===== config.mk =====
export PLATFORM = sky130hd
export DESIGN_NAME = streaming_substring_search
export DESIGN_NICKNAME = d
export VERILOG_FILES = /design/src/hw/rtl/sss_pkg.sv /design/src/hw/rtl/sss_cfg.sv /design/src/hw/rtl/sss_window.sv /design/src/hw/rtl/sss_match.sv /design/src/hw/rtl/streaming_substring_search.sv
export VERILOG_INCLUDE_DIRS = /design/src /design/src/hw/rtl
export SDC_FILE = /design/constraint.sdc
export NUM_CORES = 1
export LEC_CHECK = 0
export ABC_CLOCK_PERIOD_IN_PS = 15400
export BUFFER_PORTS_ARGS = -buffer_cell sky130_fd_sc_hd__buf_2
export CAP_MARGIN = 40
export CELL_PAD_IN_SITES_DETAIL_PLACEMENT = 0
export CELL_PAD_IN_SITES_GLOBAL_PLACEMENT = 2
export CORE_UTILIZATION = 44
export DETAILED_ROUTE_END_ITERATION = 6
export HOLD_SLACK_MARGIN = 0.15
export MAX_ROUTING_LAYER = met4
export PLACE_DENSITY_LB_ADDON = 0.1
export SETUP_SLACK_MARGIN = 0.02
export SYNTH_ARGS = -nofsm -noshare
export SYNTH_HDL_FRONTEND = slang
export SYNTH_SLANG_ARGS = --single-unit

===== constraint.sdc =====
create_clock -name clk -period 15.4 [get_ports clk]
set_clock_uncertainty 0.05 [all_clocks]
set_input_delay 2.31 -clock clk [delete_from_list [all_inputs] [get_ports clk]]
set_output_delay 2.31 -clock clk [all_outputs]
set_load 0.05 [all_outputs]

===== src/hw/rtl/streaming_substring_search_assert.svh =====
// Assertion helpers used by the top-level RTL file.
`ifndef STREAMING_SUBSTRING_SEARCH_ASSERT_SVH
`define STREAMING_SUBSTRING_SEARCH_ASSERT_SVH

// Same-cycle implication, disabled while reset is asserted.
`define SSS_ASSERT_IMPLIES(label, clk, rst_n, ante, cons, msg) \
	label: assert property (@(posedge clk) disable iff (!rst_n) (ante) |-> (cons)) \
		else $error(msg);

// Next-cycle implication, disabled while reset is asserted.
`define SSS_ASSERT_NEXT(label, clk, rst_n, ante, cons, msg) \
	label: assert property (@(posedge clk) disable iff (!rst_n) (ante) |=> (cons)) \
		else $error(msg);

`endif


===== src/hw/rtl/sss_pkg.sv =====
package sss_pkg;

	localparam int NEEDLE_MAX_DEF    = 16;
	localparam int POSITION_BITS_DEF = 16;
	localparam int NEEDLE_REG_BYTES  = 16;
	localparam int POS_OUT_W         = 16;
	localparam int CFG_DATA_W        = 64;
	localparam int CFG_ADDR_W        = 5;

	// Register index, taken from paddr[4:3]
	typedef enum logic [1:0] {
		REG_NEEDLE_LO  = 2'd0,
		REG_NEEDLE_HI  = 2'd1,
		REG_NEEDLE_LEN = 2'd2,
		REG_CASE_FOLD  = 2'd3
	} cfg_reg_t;

	// Configuration seen by the compare logic
	typedef struct packed {
		logic [63:0] needle_lo;
		logic [63:0] needle_hi;
		logic [4:0]  length;
		logic        fold;
	} cfg_t;

	// ASCII upper case to lower case
	function automatic logic [7:0] fold_byte(input logic [7:0] b);
		logic [7:0] r;
		r = b;
		if (b >= 8'h41 && b <= 8'h5A) begin
			r = b + 8'h20;
		end
		return r;
	endfunction

	// Needle byte i; bytes past the registers read as zero
	function automatic logic [7:0] needle_byte(input cfg_t c, input int i);
		logic [127:0] all;
		logic [7:0]   r;
		all = {c.needle_hi, c.needle_lo};
		r = 8'h00;
		if (i < NEEDLE_REG_BYTES) begin
			r = all[i*8 +: 8];
		end
		return r;
	endfunction

endpackage


===== src/hw/rtl/sss_cfg.sv =====
module sss_cfg (
	input  logic                               clk,
	input  logic                               arst_n,
	input  logic                               psel,
	input  logic                               penable,
	input  logic                               pwrite,
	input  logic [sss_pkg::CFG_ADDR_W-1:0]     paddr,
	input  logic [sss_pkg::CFG_DATA_W-1:0]     pwdata,
	output logic [sss_pkg::CFG_DATA_W-1:0]     prdata,
	output logic                               pready,
	output sss_pkg::cfg_t                      cfg
);
	import sss_pkg::*;

	cfg_t     cfg_q;
	cfg_reg_t reg_sel;
	logic     wr_en;

	assign pready  = 1'b1;
	assign reg_sel = cfg_reg_t'(paddr[4:3]);
	assign wr_en   = psel && penable && pwrite && pready;
	assign cfg     = cfg_q;

	// register writes
	always_ff @(posedge clk or negedge arst_n) begin
		if (!arst_n) begin
			cfg_q <= '0;
		end else if (wr_en) begin
			unique case (reg_sel)
				REG_NEEDLE_LO:  cfg_q.needle_lo <= pwdata;
				REG_NEEDLE_HI:  cfg_q.needle_hi <= pwdata;
				REG_NEEDLE_LEN: cfg_q.length    <= pwdata[4:0];
				REG_CASE_FOLD:  cfg_q.fold      <= pwdata[0];
			endcase
		end
	end

	// read back
	always_comb begin
		unique case (reg_sel)
			REG_NEEDLE_LO:  prdata = cfg_q.needle_lo;
			REG_NEEDLE_HI:  prdata = cfg_q.needle_hi;
			REG_NEEDLE_LEN: prdata = CFG_DATA_W'(cfg_q.length);
			REG_CASE_FOLD:  prdata = CFG_DATA_W'(cfg_q.fold);
		endcase
	end

endmodule


===== src/hw/rtl/sss_window.sv =====
module sss_window #(
	parameter int NEEDLE_MAX = sss_pkg::NEEDLE_MAX_DEF
) (
	input  logic                    clk,
	input  logic                    shift_en,
	input  logic [7:0]              data_byte,
	output logic [NEEDLE_MAX*8-1:0] window
);
	import sss_pkg::*;

	logic [7:0] win_q [NEEDLE_MAX];

	// shift line, entry 0 newest
	always_ff @(posedge clk) begin
		if (shift_en) begin
			win_q[0] <= data_byte;
			for (int k = 1; k < NEEDLE_MAX; k++) begin
				win_q[k] <= win_q[k-1];
			end
		end
	end

	always_comb begin
		for (int k = 0; k < NEEDLE_MAX; k++) begin
			window[k*8 +: 8] = win_q[k];
		end
	end

endmodule


===== src/hw/rtl/sss_match.sv =====
module sss_match #(
	parameter int NEEDLE_MAX    = sss_pkg::NEEDLE_MAX_DEF,
	parameter int POSITION_BITS = sss_pkg::POSITION_BITS_DEF
) (
	input  sss_pkg::cfg_t                 cfg,
	input  logic [NEEDLE_MAX*8-1:0]       window,
	input  logic [POSITION_BITS-1:0]      count,
	output logic                          hit,
	output logic [sss_pkg::POS_OUT_W-1:0] match_position
);
	import sss_pkg::*;

	localparam int LW = $clog2(NEEDLE_MAX + 1);
	localparam int IW = (NEEDLE_MAX > 1) ? $clog2(NEEDLE_MAX) : 1;

	logic [7:0]               len8;
	logic [LW-1:0]            len;
	logic [7:0]               win [NEEDLE_MAX];
	logic                     win_match;
	logic                     count_ok;
	logic [POSITION_BITS-1:0] pos;
	logic [31:0]              pos32;

	// clamp the length to the window depth
	assign len8 = (8'(cfg.length) > 8'(NEEDLE_MAX)) ? 8'(NEEDLE_MAX) : 8'(cfg.length);
	assign len  = len8[LW-1:0];

	always_comb begin
		for (int k = 0; k < NEEDLE_MAX; k++) begin
			win[k] = window[k*8 +: 8];
		end
	end

	// parallel lane compare; needle byte i faces window entry len-1-i.
	// In fold mode lanes after the first zero needle byte are don't-care.
	always_comb begin
		logic       zero_seen;
		logic [7:0] idx8;
		logic [7:0] hb;
		logic [7:0] nb;
		logic       in_use;
		logic       eq;
		zero_seen = 1'b0;
		win_match = 1'b1;
		for (int i = 0; i < NEEDLE_MAX; i++) begin
			nb     = needle_byte(cfg, i);
			in_use = 8'(i) < len8;
			idx8   = len8 - 8'(i) - 8'd1;
			hb     = in_use ? win[idx8[IW-1:0]] : 8'h00;
			eq     = cfg.fold ? (fold_byte(hb) == fold_byte(nb)) : (hb == nb);
			if (in_use && !eq && !zero_seen) begin
				win_match = 1'b0;
			end
			zero_seen = zero_seen || (cfg.fold && nb == 8'h00);
		end
	end

	// enough bytes to cover the needle, and start offset
	assign count_ok = count >= POSITION_BITS'(len);
	assign pos      = (len == '0) ? '0 : count - POSITION_BITS'(len);
	assign pos32    = 32'(pos);

	assign hit            = count_ok && win_match;
	assign match_position = pos32[POS_OUT_W-1:0];

endmodule


===== src/hw/rtl/streaming_substring_search.sv =====
// A result word passes through the stage 1 register and then the output register on its way to m_axis.
// Throughput: one byte per cycle; s_axis_tready drops only while a result
// waits in the output register and m_axis_tready is low.
// Window is a shift line; one bank of parallel byte compares serves each byte.
// Reset: arst_n clears the valid flags, counter and match flag at once; the
// window holds garbage until bytes arrive and is never read before that.
`include "streaming_substring_search_assert.svh"

module streaming_substring_search #(
	parameter int NEEDLE_MAX    = sss_pkg::NEEDLE_MAX_DEF,
	parameter int POSITION_BITS = sss_pkg::POSITION_BITS_DEF
) (
	input  logic                               clk,
	input  logic                               arst_n,
	// APB configuration
	input  logic                               psel,
	input  logic                               penable,
	input  logic                               pwrite,
	input  logic [sss_pkg::CFG_ADDR_W-1:0]     paddr,
	input  logic [sss_pkg::CFG_DATA_W-1:0]     pwdata,
	output logic [sss_pkg::CFG_DATA_W-1:0]     prdata,
	output logic                               pready,
	// haystack in
	input  logic                               s_axis_tvalid,
	output logic                               s_axis_tready,
	input  logic [7:0]                         s_axis_tdata,  // [7:0] data_byte
	input  logic                               s_axis_tlast,  // last_byte
	// result out
	output logic                               m_axis_tvalid,
	input  logic                               m_axis_tready,
	output logic [sss_pkg::POS_OUT_W-1:0]      m_axis_tdata,  // [15:0] match_position
	output logic                               m_axis_tuser   // [0] found
);
	import sss_pkg::*;

	cfg_t                     cfg;
	logic                     s_accept;
	logic [NEEDLE_MAX*8-1:0]  window;
	logic [POSITION_BITS-1:0] count_q;
	logic [POSITION_BITS-1:0] count_inc;
	logic                     valid_s1;
	logic                     last_s1;
	logic [POSITION_BITS-1:0] count_s1;
	logic                     match_rep_q;
	logic                     hit;
	logic                     hit_s1;
	logic                     has_result_s1;
	logic [POS_OUT_W-1:0]     pos;
	logic                     out_free;
	logic                     s1_go;
	logic                     m_valid_q;
	logic                     found_q;
	logic [POS_OUT_W-1:0]     pos_q;

	sss_cfg u_cfg (
		.clk     (clk),
		.arst_n  (arst_n),
		.psel    (psel),
		.penable (penable),
		.pwrite  (pwrite),
		.paddr   (paddr),
		.pwdata  (pwdata),
		.prdata  (prdata),
		.pready  (pready),
		.cfg     (cfg)
	);

	sss_window #(
		.NEEDLE_MAX (NEEDLE_MAX)
	) u_window (
		.clk       (clk),
		.shift_en  (s_accept),
		.data_byte (s_axis_tdata),
		.window    (window)
	);

	sss_match #(
		.NEEDLE_MAX    (NEEDLE_MAX),
		.POSITION_BITS (POSITION_BITS)
	) u_match (
		.cfg            (cfg),
		.window         (window),
		.count          (count_s1),
		.hit            (hit),
		.match_position (pos)
	);

	// stage 1 result decision
	assign hit_s1        = valid_s1 && !match_rep_q && hit;
	assign has_result_s1 = hit_s1 || (valid_s1 && last_s1 && !match_rep_q);

	// flow control: a byte with no result never waits for the output
	assign out_free      = !m_valid_q || m_axis_tready;
	assign s1_go         = valid_s1 && (!has_result_s1 || out_free);
	assign s_axis_tready = !valid_s1 || s1_go;
	assign s_accept      = s_axis_tvalid && s_axis_tready;

	// saturating byte count
	assign count_inc = (count_q == '1) ? count_q : count_q + POSITION_BITS'(1);

	always_ff @(posedge clk or negedge arst_n) begin
		if (!arst_n) begin
			count_q <= '0;
		end else if (s_accept) begin
			count_q <= s_axis_tlast ? '0 : count_inc;
		end
	end

	// stage 1 register
	always_ff @(posedge clk or negedge arst_n) begin
		if (!arst_n) begin
			valid_s1 <= 1'b0;
		end else if (s_axis_tready) begin
			valid_s1 <= s_axis_tvalid;
		end
	end

	always_ff @(posedge clk) begin
		if (s_accept) begin
			last_s1  <= s_axis_tlast;
			count_s1 <= count_inc;
		end
	end

	// match flag, cleared by the final byte
	always_ff @(posedge clk or negedge arst_n) begin
		if (!arst_n) begin
			match_rep_q <= 1'b0;
		end else if (s1_go) begin
			if (last_s1) begin
				match_rep_q <= 1'b0;
			end else if (hit_s1) begin
				match_rep_q <= 1'b1;
			end
		end
	end

	// output register
	always_ff @(posedge clk or negedge arst_n) begin
		if (!arst_n) begin
			m_valid_q <= 1'b0;
		end else if (s1_go && has_result_s1) begin
			m_valid_q <= 1'b1;
		end else if (m_axis_tready) begin
			m_valid_q <= 1'b0;
		end
	end

	always_ff @(posedge clk) begin
		if (s1_go && has_result_s1) begin
			found_q <= hit_s1;
			pos_q   <= hit_s1 ? pos : '0;
		end
	end

	assign m_axis_tvalid = m_valid_q;
	assign m_axis_tdata  = pos_q;
	assign m_axis_tuser  = found_q;

	`SSS_ASSERT_IMPLIES(a_no_word_after_match, clk, arst_n,
		valid_s1 && match_rep_q && !last_s1, !has_result_s1,
		"result produced after a match was already reported")
	`SSS_ASSERT_IMPLIES(a_ready_when_empty, clk, arst_n,
		!valid_s1, s_axis_tready, "input stalled with stage 1 empty")
	`SSS_ASSERT_NEXT(a_count_clears, clk, arst_n,
		s_accept && s_axis_tlast, count_q == '0, "byte count not cleared after last byte")
	`SSS_ASSERT_IMPLIES(a_miss_pos_zero, clk, arst_n,
		m_valid_q && !found_q, pos_q == '0, "not-found word with nonzero position")
	`SSS_ASSERT_NEXT(a_hit_lands, clk, arst_n,
		s1_go && hit_s1, m_axis_tvalid && m_axis_tuser, "match not loaded into output")

endmodule


# Word-level counts from Yosys, hierarchy flattened
# Memory sizes are Yosys's and may differ from the RTL's.
# Cells that the tools add are included.
[totals] reg_bits=187 ramBits=128 in_bits=85 output_inout_bits=84 wordCells=532 mem_count=1
[memory_table] memory="u_window.win_q" depth=16 width=8 read_ports=16 rd_ports_with_merged_regs=0 wr=16 line_no="sss_window.sv:11" text="logic [7:0] win_q [NEEDLE_MAX];"
[classes] addsub=64 order_cmp=98 eq_ne=36 n_mux=138 bitwise=17 n_reduce_logical=166
[op_table] op="2-to-1 mux 8 bit" n=80
[op_table] op="binary-select mux 8 bit (select 4 bit)" n=16
[op_table] op="adder 8 x 6 -> 8 bit, second input constant" n=32
[op_table] op="== test 8 bit" n=32
[op_table] op=">= comparator 8 x 7 -> 1 bit, second input constant" n=32
[op_table] op="<= comparator 8 x 7 -> 1 bit, second input constant" n=32
[op_table] op="one-hot mux 64 bit (4 select lines)" n=1
[op_table] op="logical NOT 8 bit" n=15
[op_table] op="logical AND 1 bit" n=88
[op_table] op=">= comparator 5 bit, second input constant" n=16
[op_table] op="inverter 4 -> 5 bit" n=16
[op_table] op="subtractor 4 x 1 -> 4 bit, second input constant" n=16
[op_table] op="< comparator 4 x 5 -> 1 bit, first input constant" n=8
[op_table] op="2-to-1 mux 1 bit" n=38
[op_table] op="logical NOT 1 bit" n=35
[op_table] op="2-to-1 mux 16 bit" n=2
[op_table] op="subtractor 4 bit, second input constant" n=8
[op_table] op="< comparator 3 x 5 -> 1 bit, first input constant" n=4
[op_table] op="logical OR 1 bit" n=18
[op_table] op="adder 16 x 1 -> 16 bit, second input constant" n=1
[op_table] op="== test 16 bit, second input constant" n=1
[op_table] op=">= comparator 16 x 5 -> 1 bit" n=1
[op_table] op="subtractor 16 x 5 -> 16 bit" n=1
[op_table] op="subtractor 4 x 3 -> 4 bit, second input constant" n=4
[op_table] op="13 further kinds" n=22

# Logic depth before layout (Yosys ltp)
[depth] ltp_word=42 mapped_depth=33 mapped_depth_nobuf=20

# Hierarchy
# A second synthesis with hierarchy kept.
[hier_totals] cells_unflattened=2864 hier_area_um2=27547.7
[modules_own_cells] mod="sss_match" instances=1 cells_each=2080 area_per_inst_um2=15021.9 seq_area_each_um2=0.0
[modules_own_cells] mod="sss_cfg" instances=1 cells_each=437 area_per_inst_um2=6050.8 seq_area_each_um2=3353.2
[modules_own_cells] mod="sss_window" instances=1 cells_each=128 area_per_inst_um2=3843.7 seq_area_each_um2=3843.7
[modules_own_cells] mod="streaming_substring_search" instances=1 cells_each=219 area_per_inst_um2=2631.3 seq_area_each_um2=1496.4

# Worst setup path before layout
# No wires, ideal clock.
[synth_path] path_type="reg-to-output" startpoint="register u_cfg.cfg_q, in the netlist u_cfg.cfg[5]" endpoint="output s_axis_tready" arrival_time_ns=6.037 t_required_ns=13.040 slack_ns=7.003 stages_incl_launch_ff=30 path_buffers=12 cell_sequence="dfrtp_1 -> buf_2 -> nand2b_1 -> buf_6 -> buf_4 -> buf_4 -> buf_4 -> buf_2 -> buf_2 -> ha_1 -> buf_2 -> or3b_1 -> buf_4 -> nand3_4 -> buf_8 -> buf_6 -> mux2i_1 -> nor3_1 -> or4_1 -> clkbuf_1 -> ha_1 -> xor2_1 -> or3_1 -> a2111o_1 -> a211oi_1 -> o2111ai_1 -> nor4_4 -> nand2_1 -> nand2_1 -> nand2_1"
[synth_between] elab_chain_len=39 elab_cells_between_ends=327 cone_classes="add/sub: 46; order compare: 50; eq/ne: 32; mux: 113; bitwise: 16; reduce/logical: 70"
[synth_lines] element="start, declared" line_no="sss_cfg.sv:15" text="cfg_t cfg_q;"
[synth_lines] element="> comparator 5 bit" line_no="sss_match.sv:25" text="assign len8 = (8'(cfg.length) > 8'(NEEDLE_MAX)) ? 8'(NEEDLE_MAX) : 8'(cfg.length);"
[synth_lines] element="2-to-1 mux 5 bit (*)" line_no="sss_match.sv:25"
[synth_lines] element="subtractor 4 x 1 -> 4 bit (2 in a row)" line_no="sss_match.sv:48" text="idx8 = len8 - 8'(i) - 8'd1;"
[synth_lines] element="inverter 4 -> 5 bit (implied by the code)" line_no="sss_match.sv:49" text="hb = in_use ? win[idx8[IW-1:0]] : 8'h00;"
[synth_lines] element="binary-select mux 8 bit (select 4 bit)" line_no="sss_match.sv:49"
[synth_lines] element="2-to-1 mux 8 bit (implied by the code) (2 in a row)" line_no="sss_match.sv:49"
[synth_lines] element="2-to-1 mux 8 bit" line_no="sss_match.sv:49"
[synth_lines] element=">= comparator 8 x 7 -> 1 bit or <= comparator 8 x 7 -> 1 bit (tied branches)" line_no="sss_pkg.sv:30" text="if (b >= 8'h41 && b <= 8'h5A) begin"
[synth_lines] element="[7 not listed]"
[synth_lines] element="2-to-1 mux 1 bit (15 in a row)" line_no="sss_match.sv:51" text="if (in_use && !eq && !zero_seen) begin"
[synth_lines] element="logical AND 1 bit (*)" line_no="sss_match.sv:63" text="assign hit = count_ok && win_match;"
[synth_lines] element="logical AND 1 bit (*)" line_no="streaming_substring_search.sv:89" text="assign hit_s1 = valid_s1 && !match_rep_q && hit;"
[synth_lines] element="logical OR 1 bit (*)" line_no="streaming_substring_search.sv:90" text="assign has_result_s1 = hit_s1 || (valid_s1 && last_s1 && !match_rep_q);"
[synth_lines] element="logical NOT 1 bit (*)" line_no="streaming_substring_search.sv:94" text="assign s1_go = valid_s1 && (!has_result_s1 || out_free);"
[synth_lines] element="logical OR 1 bit (*)" line_no="streaming_substring_search.sv:94"
[synth_lines] element="logical AND 1 bit (*)" line_no="streaming_substring_search.sv:94"
[synth_lines] element="logical OR 1 bit (*)" line_no="streaming_substring_search.sv:95" text="assign s_axis_tready = !valid_s1 || s1_go;"
[synth_lines] element="end, declared" line_no="streaming_substring_search.sv:25" text="output logic s_axis_tready,"
# Mark *: on every way between the ends. The rest lies on a longest branch, timed or not. The select of a mux whose other input is x is not followed.

# Worst setup path after layout
# Ends and elaborated chain as after synthesis.

==> flow_summary.yaml <==
routing:
  routedWlPerCell_microns: 30.0
  post_drt_via_cell_ratio: 6.70
  final_antenna_net_count: 0
  drtPass1Iterations: 6
  drcViolationCount: 0
  num_vias: 26300
  totalWireLength_microns: 118000
  drtIter0Drc: 3278
pwr:
  power_mw: 5.71
  pwr_density_cell_nw_per_um2: 184
  vdd_drop_max_mv: 0.103
  p_leak_nw: 12.5
clock_network:
  htreeDepth: 2
  cts.repair.resized: 0
  post_cts_buffers: 0
  cts_tree: "yes"
  numClockSinks: 315
  clk_path_buf_depth: 3
  cts-root-buf: "clkbuf_16"
  clkTransAtPathRegs_ns: 0.06
  clk_latency_ns: 0.60
  cts_hold_buffers: 0
  numCtsBuffers: 38
grt:
  grt_pass1_vias: 24600
  grt_overflow: 0
  grt_usage: 0.368
  grt_pass1_wl_microns: 170000
  antenna_found_initial: 3
  grt_max_degree: 62
run_status:
  outcome: "complete, no violations"
critical_path:
  path_class: "reg -> out"
  cp-start-kind: "flop"
  endpoint_kind: "output pin"
  required_ns: 13.04
  crit_arrival_ns: 8.53
  path_max_fanout: 51
placement:
  portBuffers: 164
  dp_hpwl_microns: 89900
  routabilityCongestion: 1.07
  pre_cts_ws_ns: 5.18
  placed_cells: 3857
timing:
  setup_violations: 0
  slew_headroom: 0.256
  worstMarginPinSlew_ns: 1.12
  period_share: 0.707
  layout_setup_ws_ns: 4.51
  slew_viol_final: 0
  setup-tns-final_ns: 0
  final.min_clock_period_ns: 10.89
  rsz0062_at_grt: "no"
  finalHoldViolations: 0
  fmax_mhz: 91.8
floorplanning:
  coreArea_sq_um: 63100
  start_util: 0.446
  dieHeight_microns: 255
  rows: 92
  ioPinCount: 169
  die_area_sq_um: 65000
  die_w_microns: 255
run:
  maxCapViolCount: 0
synth:
  syn_area_sq_um: 28100
  avgSynthCellArea_sq_um: 9.49
  synth_flop_cell: "edfxtp_1"
  syn-num-nets: 3098
  ys_types: 110
  netlist_instances: 2966
  synth_area_leader_cell: "edfxtp_1"
  ys_warn_count: 0
  synth_area_leaders: "edfxtp_1, dfrtp_1, mux2i_1"
  synth_most_common_cell: "mux2i_1"
  async_flop_share: 0.486
  synth_common_cells: "mux2i_1, nor2_1, nand2_1"
  synth_edf_count: 162
  synth-seq-area-share: 0.309
  ys_ff_latch: 315
  synth_top_area_frac: 0.173
layout:
  final_cell_count_no_fill: 3929
  fillers: 5954
  area_delta_synth_final_pct: 10.3
  drive_above_1_share: 0.198
  layout.nets: 3187
min_path:
  min-delay-path-class: "reg -> reg"
placed cells by master, fill, tap and decap left out, drive strengths merged, types with 19 or more instances in the layout:
master and instances:
mux2i 283, buf 244, nor2 229, nand2 203, mux2 189, edfxtp 162, dfrtp 153, xnor2 124
o21ai 114, a21oi 110, nor3 94, nand3 91, xor2 67, inv 66, clkbuf 53, mux4 50
ha 46, a31oi 41, nand4 40, nor3b 40, nand2b 37, a22oi 36, o22ai 36, o211ai 34
nor4 34, a32oi 28, a211oi 27, or4 23, nor2b 21, or3 20, and3 19
critical path: stages, from the launching register on:
cell	delay [ns]
dfrtp_4	0.77
nand2b_2	0.22
buf_4	0.49
ha_2	0.31
buf_4	0.62
or2_4	0.67
mux2i_1	0.59
mux2i_1	0.21
a22oi_1	0.22
nand2_1	0.14
or4_1	0.62
and4_1	0.24
nor3_1	0.77
nand4_1	0.21
a2111o_1	0.39
nor4_4	0.53
nand2_1	0.40
nand2_1	0.19
nand2_1	0.06
buf_2	0.23
where the power goes:
group          internal, mW  total, mW  switching [mW]  leakage (nW)
sequential             1.01       1.25           0.246          3.48
combinational          1.27       3.54            2.27          8.42
clock                 0.534      0.921           0.387         0.616
total                  2.80       5.71            2.91          12.5
through the flow:
step	instance area, sq um	utilization	hold WS [ns]
after CTS	31000	0.491	0.431
after global placement	29500	0.467	0.425
after detailed placement	29700	0.471	0.423
after floorplan	28100	-	0.374
final	31000	0.492	0.430
after global routing	31000	0.492	0.461
cell families (layout without fill, tap and decap cells):
logic type	count (synthesis)	count (layout)	synth area share
buffers and inverters	262	378	0.0442
other	1	2	0.000133
DFF	315	315	0.309
muxes	522	522	0.217
and+or+nand+nor	955	955	0.178
xor gates and xnor gates	195	195	0.0627
AOI/OAI and AO/OA	669	669	0.168
adders and majority gates	47	47	0.0212
flip-flops by register name, summed over array words and instances (netlist names):
register / flops
u_cfg.cfg: 134
m_axis_tuser: 1
m_axis_tvalid: 1
match_rep_q: 1
last_s1: 1
m_axis_tdata: 16
count_s1: 16
u_window.win_q: 128
valid_s1: 1
count_q: 16
final cells by class:
cell class | instances | area [sq um] | area share
Multi-Input combinational cell | 2389 | 18200 | 0.588
Sequential cell | 315 | 8700 | 0.281
Timing Repair Buffer | 245 | 1520 | 0.0488
Clock buffer | 53 | 1100 | 0.0355
Tap cell | 846 | 1060 | 0.0341
Inverter | 66 | 250 | 0.00807
Clock inverter | 14 | 150 | 0.00484
Antenna cell | 1 | 2.50 | 0.0000807
path summary, 6_finish.rpt:
path	startpoint	endpoint	slack, ns	depth (start not counted)
setup / recovery	u_cfg.cfg[5]	s_axis_tready	4.51	19
hold / removal	valid_s1	match_rep_q	0.43	1
setup reg to reg	u_cfg.cfg[5]	u_window.win_q[1][14]	6.15	21
hold reg to reg	valid_s1	match_rep_q	0.43	1
max in group asynchronous	arst_n	u_cfg.cfg[19]	12.33	4
min in group asynchronous	arst_n	u_cfg.cfg[2]	1.59	1
per-layer routing:
layer | vias to the layer above | GRT usage | part of all wire
met3 | 232 | 0.0602 | 0.081
met1 | 13300 | 0.491 | 0.43
met5 | - | - | 0
li1 | 11600 | - | -
met4 | 0 | 0.173 | 0.054
met2 | 1215 | 0.543 | 0.44
Note: power is estimated with default switching activity, not from simulation.
